**src/sv/mbrv_pkg.sv**
```systemverilog
package mbrv_pkg;

  localparam int unsigned CAP_DEFAULT = 256;
  localparam int unsigned CAP_W       = 17;
  localparam int unsigned CFG_ADDR_W  = 5;
  localparam int unsigned CFG_DATA_W  = 32;

  typedef enum logic [1:0] {
    ST_OK        = 2'd0,
    ST_BAD_FUNC  = 2'd1,
    ST_BAD_ADDR  = 2'd2,
    ST_BAD_VALUE = 2'd3
  } status_t;

  typedef enum logic [2:0] {
    REG_COIL_BASE     = 3'd0,
    REG_COIL_SPAN     = 3'd1,
    REG_DISCRETE_BASE = 3'd2,
    REG_DISCRETE_SPAN = 3'd3,
    REG_HOLDING_BASE  = 3'd4,
    REG_HOLDING_SPAN  = 3'd5,
    REG_INREG_BASE    = 3'd6,
    REG_INREG_SPAN    = 3'd7
  } reg_idx_t;

  localparam logic [7:0] FC_READ_COILS        = 8'd1;
  localparam logic [7:0] FC_READ_DISCRETE     = 8'd2;
  localparam logic [7:0] FC_READ_HOLDING      = 8'd3;
  localparam logic [7:0] FC_READ_INREG        = 8'd4;
  localparam logic [7:0] FC_WRITE_COIL        = 8'd5;
  localparam logic [7:0] FC_WRITE_REG         = 8'd6;
  localparam logic [7:0] FC_WRITE_MULTI_COILS = 8'd15;
  localparam logic [7:0] FC_WRITE_MULTI_REGS  = 8'd16;

  localparam logic [15:0] COIL_ON  = 16'hFF00;
  localparam logic [15:0] COIL_OFF = 16'h0000;

endpackage

```
**src/sv/mbrv_if.sv**
```systemverilog
interface mbrv_req_if;
  logic        valid;
  logic        ready;
  logic [7:0]  fn_code;
  logic [15:0] req_addr;
  logic [15:0] count_or_value;

  modport source (output valid, output fn_code, output req_addr,
                  output count_or_value, input ready);
  modport sink   (input valid, input fn_code, input req_addr,
                  input count_or_value, output ready);
endinterface

interface mbrv_rsp_if;
  logic       valid;
  logic       ready;
  logic [1:0] status;

  modport source (output valid, output status, input ready);
  modport sink   (input valid, input status, output ready);
endinterface

```
**src/sv/modbus_request_validator.sv**
```systemverilog
// Channel   Dir  Handshake                 Payload
// in_req    in   valid/ready               fn_code, req_addr, count_or_value
// out_rsp   out  valid/ready               status
// cfg_*     in   APB, pready tied high     8 x 16-bit region registers at 4*i
//
// One request per cycle sustained while out_rsp.ready stays high; out_rsp.valid follows
// acceptance through the input register, then the status register.
// A stalled status holds in its register while the input register keeps
// filling; in_req.ready drops only when both stages are full.
// rst_n is synchronous; it clears the stage valids and all region registers.
module modbus_request_validator #(
  parameter int unsigned COIL_CAPACITY     = mbrv_pkg::CAP_DEFAULT,
  parameter int unsigned DISCRETE_CAPACITY = mbrv_pkg::CAP_DEFAULT,
  parameter int unsigned HOLDING_CAPACITY  = mbrv_pkg::CAP_DEFAULT,
  parameter int unsigned INREG_CAPACITY    = mbrv_pkg::CAP_DEFAULT
) (
  input  logic                              clk,
  input  logic                              rst_n,
  mbrv_req_if.sink                          in_req,
  mbrv_rsp_if.source                        out_rsp,
  input  logic                              cfg_psel,
  input  logic                              cfg_penable,
  input  logic                              cfg_pwrite,
  input  logic [mbrv_pkg::CFG_ADDR_W-1:0]   cfg_paddr,
  input  logic [mbrv_pkg::CFG_DATA_W-1:0]   cfg_pwdata,
  output logic [mbrv_pkg::CFG_DATA_W-1:0]   cfg_prdata,
  output logic                              cfg_pready
);

  localparam logic [mbrv_pkg::CAP_W-1:0] COIL_CAP17     = mbrv_pkg::CAP_W'(COIL_CAPACITY);
  localparam logic [mbrv_pkg::CAP_W-1:0] DISCRETE_CAP17 = mbrv_pkg::CAP_W'(DISCRETE_CAPACITY);
  localparam logic [mbrv_pkg::CAP_W-1:0] HOLDING_CAP17  = mbrv_pkg::CAP_W'(HOLDING_CAPACITY);
  localparam logic [mbrv_pkg::CAP_W-1:0] INREG_CAP17    = mbrv_pkg::CAP_W'(INREG_CAPACITY);

  logic [15:0] coil_base_r, coil_span_r, discrete_base_r, discrete_span_r;
  logic [15:0] holding_base_r, holding_span_r, inreg_base_r, inreg_span_r;

  logic                cfg_wr;
  mbrv_pkg::reg_idx_t  cfg_idx;

  logic        s1_valid_r;
  logic [7:0]  fc_r;
  logic [15:0] start_r;
  logic [15:0] word_r;

  logic                s2_valid_r;
  mbrv_pkg::status_t   status_r;
  mbrv_pkg::status_t   status_nxt;

  logic s2_ready;
  logic s1_ready;

  logic [15:0]                 base;
  logic [15:0]                 span;
  logic [mbrv_pkg::CAP_W-1:0]  cap;
  logic [15:0]                 qty;
  logic                        fc_known;
  logic                        lo_ok, hi_ok, qty_ok;
  logic [15:0]                 offset;
  logic [mbrv_pkg::CAP_W-1:0]  qty17;

  // configuration
  assign cfg_pready = 1'b1;
  assign cfg_wr     = cfg_psel && cfg_penable && cfg_pwrite && cfg_pready;
  assign cfg_idx    = mbrv_pkg::reg_idx_t'(cfg_paddr[4:2]);

  always_ff @(posedge clk) begin
    if (!rst_n) begin
      coil_base_r     <= '0;
      coil_span_r     <= '0;
      discrete_base_r <= '0;
      discrete_span_r <= '0;
      holding_base_r  <= '0;
      holding_span_r  <= '0;
      inreg_base_r    <= '0;
      inreg_span_r    <= '0;
    end else if (cfg_wr) begin
      unique case (cfg_idx)
        mbrv_pkg::REG_COIL_BASE:     coil_base_r     <= cfg_pwdata[15:0];
        mbrv_pkg::REG_COIL_SPAN:     coil_span_r     <= cfg_pwdata[15:0];
        mbrv_pkg::REG_DISCRETE_BASE: discrete_base_r <= cfg_pwdata[15:0];
        mbrv_pkg::REG_DISCRETE_SPAN: discrete_span_r <= cfg_pwdata[15:0];
        mbrv_pkg::REG_HOLDING_BASE:  holding_base_r  <= cfg_pwdata[15:0];
        mbrv_pkg::REG_HOLDING_SPAN:  holding_span_r  <= cfg_pwdata[15:0];
        mbrv_pkg::REG_INREG_BASE:    inreg_base_r    <= cfg_pwdata[15:0];
        mbrv_pkg::REG_INREG_SPAN:    inreg_span_r    <= cfg_pwdata[15:0];
        default: ;
      endcase
    end
  end

  always_comb begin
    cfg_prdata = '0;
    unique case (cfg_idx)
      mbrv_pkg::REG_COIL_BASE:     cfg_prdata[15:0] = coil_base_r;
      mbrv_pkg::REG_COIL_SPAN:     cfg_prdata[15:0] = coil_span_r;
      mbrv_pkg::REG_DISCRETE_BASE: cfg_prdata[15:0] = discrete_base_r;
      mbrv_pkg::REG_DISCRETE_SPAN: cfg_prdata[15:0] = discrete_span_r;
      mbrv_pkg::REG_HOLDING_BASE:  cfg_prdata[15:0] = holding_base_r;
      mbrv_pkg::REG_HOLDING_SPAN:  cfg_prdata[15:0] = holding_span_r;
      mbrv_pkg::REG_INREG_BASE:    cfg_prdata[15:0] = inreg_base_r;
      mbrv_pkg::REG_INREG_SPAN:    cfg_prdata[15:0] = inreg_span_r;
      default:                     cfg_prdata = '0;
    endcase
  end

  // pipeline control
  assign s2_ready     = !s2_valid_r || out_rsp.ready;
  assign s1_ready     = !s1_valid_r || s2_ready;
  assign in_req.ready = s1_ready;

  always_ff @(posedge clk) begin
    if (!rst_n) begin
      s1_valid_r <= 1'b0;
    end else if (s1_ready) begin
      s1_valid_r <= in_req.valid;
    end
  end

  always_ff @(posedge clk) begin
    if (s1_ready && in_req.valid) begin
      fc_r    <= in_req.fn_code;
      start_r <= in_req.req_addr;
      word_r  <= in_req.count_or_value;
    end
  end

  // region select
  always_comb begin
    fc_known = 1'b1;
    base     = coil_base_r;
    span     = coil_span_r;
    cap      = COIL_CAP17;
    qty      = word_r;
    unique case (fc_r) inside
      mbrv_pkg::FC_READ_COILS, mbrv_pkg::FC_WRITE_MULTI_COILS: begin
        base = coil_base_r;
        span = coil_span_r;
        cap  = COIL_CAP17;
      end
      mbrv_pkg::FC_WRITE_COIL: begin
        base = coil_base_r;
        span = coil_span_r;
        cap  = COIL_CAP17;
        qty  = 16'd1;
      end
      mbrv_pkg::FC_READ_DISCRETE: begin
        base = discrete_base_r;
        span = discrete_span_r;
        cap  = DISCRETE_CAP17;
      end
      mbrv_pkg::FC_READ_HOLDING, mbrv_pkg::FC_WRITE_MULTI_REGS: begin
        base = holding_base_r;
        span = holding_span_r;
        cap  = HOLDING_CAP17;
      end
      mbrv_pkg::FC_WRITE_REG: begin
        base = holding_base_r;
        span = holding_span_r;
        cap  = HOLDING_CAP17;
        qty  = 16'd1;
      end
      mbrv_pkg::FC_READ_INREG: begin
        base = inreg_base_r;
        span = inreg_span_r;
        cap  = INREG_CAP17;
      end
      default: fc_known = 1'b0;
    endcase
  end

  // range checks, 17-bit sums
  assign lo_ok  = start_r >= base;
  assign hi_ok  = {1'b0, start_r} < ({1'b0, base} + {1'b0, span});
  assign offset = start_r - base;
  assign qty17  = {1'b0, qty};
  assign qty_ok = (qty != 16'd0) && (qty17 <= cap) && ((qty17 + {1'b0, offset}) <= cap);

  always_comb begin
    if (!fc_known) begin
      status_nxt = mbrv_pkg::ST_BAD_FUNC;
    end else if (!(lo_ok && hi_ok && qty_ok)) begin
      status_nxt = mbrv_pkg::ST_BAD_ADDR;
    end else if (fc_r == mbrv_pkg::FC_WRITE_COIL && word_r != mbrv_pkg::COIL_ON
                 && word_r != mbrv_pkg::COIL_OFF) begin
      status_nxt = mbrv_pkg::ST_BAD_VALUE;
    end else begin
      status_nxt = mbrv_pkg::ST_OK;
    end
  end

  always_ff @(posedge clk) begin
    if (!rst_n) begin
      s2_valid_r <= 1'b0;
    end else if (s2_ready) begin
      s2_valid_r <= s1_valid_r;
    end
  end

  always_ff @(posedge clk) begin
    if (s2_ready && s1_valid_r) begin
      status_r <= status_nxt;
    end
  end

  assign out_rsp.valid  = s2_valid_r;
  assign out_rsp.status = status_r;

endmodule
```
**src/flat_wrapper.sv**
```systemverilog
// flat-port wrapper written by rule: the top's interface ports become plain ports
module modbus_request_validator_flat 
#(
  parameter int unsigned COIL_CAPACITY     = mbrv_pkg::CAP_DEFAULT,
  parameter int unsigned DISCRETE_CAPACITY = mbrv_pkg::CAP_DEFAULT,
  parameter int unsigned HOLDING_CAPACITY  = mbrv_pkg::CAP_DEFAULT,
  parameter int unsigned INREG_CAPACITY    = mbrv_pkg::CAP_DEFAULT
)
  (clk, rst_n, cfg_psel, cfg_penable, cfg_pwrite, cfg_paddr, cfg_pwdata, cfg_prdata, cfg_pready, in_req_valid, in_req_fn_code, in_req_req_addr, in_req_count_or_value, in_req_ready, out_rsp_valid, out_rsp_status, out_rsp_ready);
  mbrv_req_if in_req_i ();
  mbrv_rsp_if out_rsp_i ();
  input  logic clk;
  input  logic rst_n;
  input  logic cfg_psel;
  input  logic cfg_penable;
  input  logic cfg_pwrite;
  input  logic [mbrv_pkg::CFG_ADDR_W-1:0] cfg_paddr;
  input  logic [mbrv_pkg::CFG_DATA_W-1:0] cfg_pwdata;
  output logic [mbrv_pkg::CFG_DATA_W-1:0] cfg_prdata;
  output logic cfg_pready;
  input wire logic [$bits(in_req_i.valid)-1:0] in_req_valid;
  input wire logic [$bits(in_req_i.fn_code)-1:0] in_req_fn_code;
  input wire logic [$bits(in_req_i.req_addr)-1:0] in_req_req_addr;
  input wire logic [$bits(in_req_i.count_or_value)-1:0] in_req_count_or_value;
  output wire logic [$bits(in_req_i.ready)-1:0] in_req_ready;
  output wire logic [$bits(out_rsp_i.valid)-1:0] out_rsp_valid;
  output wire logic [$bits(out_rsp_i.status)-1:0] out_rsp_status;
  input wire logic [$bits(out_rsp_i.ready)-1:0] out_rsp_ready;
  assign in_req_i.valid = in_req_valid;
  assign in_req_i.fn_code = in_req_fn_code;
  assign in_req_i.req_addr = in_req_req_addr;
  assign in_req_i.count_or_value = in_req_count_or_value;
  assign in_req_ready = in_req_i.ready;
  assign out_rsp_valid = out_rsp_i.valid;
  assign out_rsp_status = out_rsp_i.status;
  assign out_rsp_i.ready = out_rsp_ready;
  modbus_request_validator #(.COIL_CAPACITY(COIL_CAPACITY), .DISCRETE_CAPACITY(DISCRETE_CAPACITY), .HOLDING_CAPACITY(HOLDING_CAPACITY), .INREG_CAPACITY(INREG_CAPACITY)) u_core (.clk(clk), .rst_n(rst_n), .in_req(in_req_i), .out_rsp(out_rsp_i), .cfg_psel(cfg_psel), .cfg_penable(cfg_penable), .cfg_pwrite(cfg_pwrite), .cfg_paddr(cfg_paddr), .cfg_pwdata(cfg_pwdata), .cfg_prdata(cfg_prdata), .cfg_pready(cfg_pready));
endmodule
```
**config.mk**
```make
export PLATFORM = sky130hd
export DESIGN_NAME = modbus_request_validator_flat
export DESIGN_NICKNAME = d
export VERILOG_FILES = /design/src/sv/mbrv_pkg.sv /design/src/sv/mbrv_if.sv /design/src/sv/modbus_request_validator.sv /design/src/flat_wrapper.sv
export SDC_FILE = /design/constraint.sdc
export NUM_CORES = 1
export LEC_CHECK = 0
export ABC_CLOCK_PERIOD_IN_PS = 12200
export BUFFER_PORTS_ARGS = -buffer_cell sky130_fd_sc_hd__buf_4
export CAP_MARGIN = 25
export CORE_MARGIN = 1.5
export CORE_UTILIZATION = 65
export CTS_CLUSTER_DIAMETER = 80
export DETAILED_ROUTE_END_ITERATION = 6
export GPL_TIMING_DRIVEN = 0
export HOLD_SLACK_MARGIN = 0.06
export PLACE_DENSITY = 0.85
export SYNTH_ARGS = -nofsm -noshare
export SYNTH_HDL_FRONTEND = slang
export SYNTH_SLANG_ARGS = --single-unit
export TNS_END_PERCENT = 100
```
**constraint.sdc**
```tcl
create_clock -name clk -period 12.2 [get_ports clk]
set_input_delay 1.22 -clock clk [delete_from_list [all_inputs] [get_ports clk]]
set_output_delay 1.22 -clock clk [all_outputs]
set_load 0.02 [all_outputs]
```
==> results.txt <==
Hold buffers post-CTS = 0
CTS buffer count = 17
NetSw = 0.4088 mW
# diodes = 0
Crit-path max FO = 10
Logic pwr share = 15.2%
Htree depth = 4
Reg area = 3864 sq um
Avg WL per Cell = 20.10 um
Routed Antenna Nets = 0
Final setup violation count = 0
RePlAce Congestion = 0.9787
Startpoint types = register
Top-count cell post-synth = nand2_1
Final Max Slew Viols = 0
Yosys top cell area share = 23.45%
GRT Residual Overflow = 0
Number of flops mapped to enable cells by yosys = 42
Fin. Hold Viols = 0
Setup tns final = 0 ns
Post-synthesis cell type count = 83
I/O pin cnt = 121
Crit path max-delay cell type = nor4_2
DRC = 0
Post_cts resized = 0
# port buffers = 68
Power per cell area = 109.1 nW/um^2
Share of power burned in registers = 44.1%
Synth async-reset ratio = 0%
Slew Limit Headroom = 26.31%
Max Root-Sink Buffers = 2
Worst Hold Depth = 2
FF+latch count, synth = 172
Synth Cell Area = 11,100 sq um
Clk slew on worst S/H paths = 0.07 ns
Stages on worst setup path = 24
Req. time, crit path = 12.38 ns
VDD IR max = 0.0001103 V
Root Buffer = clkbuf_16
Hold WC Path Type = reg2reg
Critical path cell sequence = buf_2 > clkbuf_1 > inv_1 > nor4_2 > clkbuf_1 > a222oi_1 > nand2_1 > ha_1 > a2111oi_0 > maj3_1 > nor2_1 > nand2_1 > a31oi_1 > o21ai_0 > a21oi_1 > xnor2_1 > ha_1 > or4_1 > a2111oi_0 > o211ai_1 > a21oi_1 > nand4_1 > nor3_1 > a41oi_1
Worst Setup SP = u_core.fc_r[2]$_DFFE_PP_
Clock skew = 0.01039 ns
Filler cell count = 1,278
Core Area = 16,640 sq um
Final WS setup = 5.145 ns
Initial antenna violation count = 1
Vias in the first global route = 10,100
Sw Share = 29.75%
Initial drt markers = 1,118
Final WL = 33,630 um
Primary FF master, synth = dfxtp_1
Die area = 17,870 sq um
Clock power share = 40.7%
Worst Setup Path Type = reg2reg
Sequential cell area fraction in the yosys report = 34.81%
Max stage delay on crit path = 0.88 ns
Area leader, netlist = dfxtp_1
Initial Util = 66.69%
Worst slew pin tran = 1.097 ns
Rows = 47
Setup crit end = u_core.out_rsp.status[1]$_SDFFCE_PN0P_
Internal power = 0.9650 mW
Post-Syn Instances = 1,336
Vias = 10,500
Most area-consuming cells after synthesis = dfxtp_1, edfxtp_1, nand2_1
Reg-to-reg endpoint = u_core.out_rsp.status[1]$_SDFFCE_PN0P_
Worst EP arrival = 7.23 ns
Area delta synth->final = 13.44%
First-pass GRT wire length = 52,410 um
Clock Sink Count = 172
Leakage power = 4.618 nW
Buf/Inv on CP = 4
Die Height = 133.7 um
Post-DP HPWL = 26,080 um
Fraction of layout cells with a size suffix above 1 = 12.11%
DRT Pass-1 Iters = 7
Post-CTS Setup Repair Bufs = 0
RSZ-0062 raised after global routing = no
Die width = 133.7 um
Crit path time final = 7.055 ns
Commonest cells in the synthesized netlist = nand2_1, a21boi_0, dfxtp_1
Tcrit/Tclk final = 57.83%
Multi-input logic area = 6676 sq um
Vias per Instance = 6.274
Crit. End Element = register
Outcome = finished, final reports clean
Peak Freq = 141.8 MHz
Final #Nets = 1,584
Clk_lat worst skew = 0.45 ns
Place WS = 5.475 ns
Synthesis Warnings = 0
Worst Reg-to-Reg Cells = 24
Overall Global Routing Usage = 38.00%
Maxcap violations = 0
Cell family with most CP delay = simple AND/OR/NAND/NOR gates
Reg-to-Reg Start = u_core.fc_r[2]$_DFFE_PP_
R2r setup slk = 5.15 ns
TritonCTS clock tree = yes
Largest net degree at the start of global routing = 36
Mean area per synthesized cell = 8.307 sq um
-- cells by family after synthesis --
kind of cell,count (synthesis),synth area share (%)
multiplexers,26,3.179
buffers and inverters,139,5.603
flip-flops,172,34.81
AO/OA/AOI/OAI,382,25.77
other,2,0.06767
adder cells (fa/ha/maj),61,6.922
AND/OR/NAND/NOR,513,20.41
XOR/XNOR,41,3.236
-- final cells by class --
class | count | share of cell area, %
clock inverters | 14 | 1.371
repair buffers | 70 | 4.293
well taps | 220 | 2.186
plain buffers | 103 | 3.866
inverters | 36 | 1.073
flip-flops and latches | 172 | 30.69
clock buffers | 18 | 3.488
multi-input cells | 1040 | 53.03
-- flip-flops by register name, summed over array words and instances (netlist names) --
signal / count
u_core.discrete_span_r: 16
u_core.fc_r: 8
u_core.out_rsp.valid: 1
u_core.s1_valid_r: 1
u_core.start_r: 16
u_core.discrete_base_r: 16
u_core.word_r: 16
u_core.coil_base_r: 16
u_core.holding_span_r: 16
u_core.inreg_base_r: 16
u_core.holding_base_r: 16
u_core.coil_span_r: 16
u_core.inreg_span_r: 16
u_core.out_rsp.status: 2
-- cell usage in the layout (no fill, tap or decap), drive strengths merged, types with 17 or more instances in the layout --
cell type    n
nand2      314
a21boi     131
dfxtp      130
buf        111
clkbuf      79
nor2        71
a21oi       62
ha          59
edfxtp      42
inv         42
o21ai       33
xnor2       30
a22o        18
nand3       18
nand2b      18
a221oi      18
nor3        17
conb        17
a211oi      17
and2        17
-- worst min-delay path by stage --
| stage | start | endpoint | slack, ns |
|---|---|---|---|
| after floorplan | u_core.holding_base_r[1]$_SDFFE_PN0P_ | u_core.holding_base_r[1]$_SDFFE_PN0P_ | 0.44 |
| after global placement | u_core.holding_base_r[1]$_SDFFE_PN0P_ | u_core.holding_base_r[1]$_SDFFE_PN0P_ | 0.45 |
| after detailed placement | u_core.holding_base_r[1]$_SDFFE_PN0P_ | u_core.holding_base_r[1]$_SDFFE_PN0P_ | 0.46 |
| after CTS | u_core.holding_base_r[1]$_SDFFE_PN0P_ | u_core.holding_base_r[1]$_SDFFE_PN0P_ | 0.47 |
| after global routing | u_core.holding_base_r[1]$_SDFFE_PN0P_ | u_core.holding_base_r[1]$_SDFFE_PN0P_ | 0.49 |
| final | u_core.holding_base_r[1]$_SDFFE_PN0P_ | u_core.holding_base_r[1]$_SDFFE_PN0P_ | 0.47 |
-- metal layers --
metal	wire length, um	global-route usage, %
met1	13240	47.52
met2	15360	60.91
met3	3229	7.915
met4	1786	22.22
met5	13	0
-- power by group through the flow --
stage	clock (mW)	sequential (mW)	combinational, mW
2_1_floorplan	0	0.615	0.142
3_3_place_gp	0	0.618	0.196
3_5_place_dp	0	0.618	0.201
4_1_cts	0.560	0.605	0.204
5_1_grt	0.582	0.606	0.223
6_report	0.560	0.605	0.209
-- metrics by stage --
| step | util, % | cell area (sq um) | total power [mW] | instances | hold WS (ns) |
|---|---|---|---|---|---|
| finish | 75.65 | 12590 | 1.374 | 1673 | 0.4728 |
| global route | 75.65 | 12590 | 1.412 | 1673 | 0.4918 |
| CTS | 75.65 | 12590 | 1.369 | 1673 | 0.4702 |
| detailed placement | 71.97 | 11980 | 0.8194 | 1641 | 0.4569 |
| global placement | 71.75 | 11940 | 0.8143 | 1639 | 0.4538 |
| floorplan | - | 11150 | 0.7568 | 1351 | 0.4435 |
-- worst reg2reg max path, delay by kind of cell (launching register included) --
kind,cells,cell delay (ns)
AND/OR/NAND/NOR,7,2.17
adder cells (fa/ha/maj),3,0.82
XOR/XNOR,1,0.09
buffers and inverters,4,1.34
AO/OA/AOI/OAI,9,1.98
flip-flops,1,0.39
(Power assumes the default switching activity.)
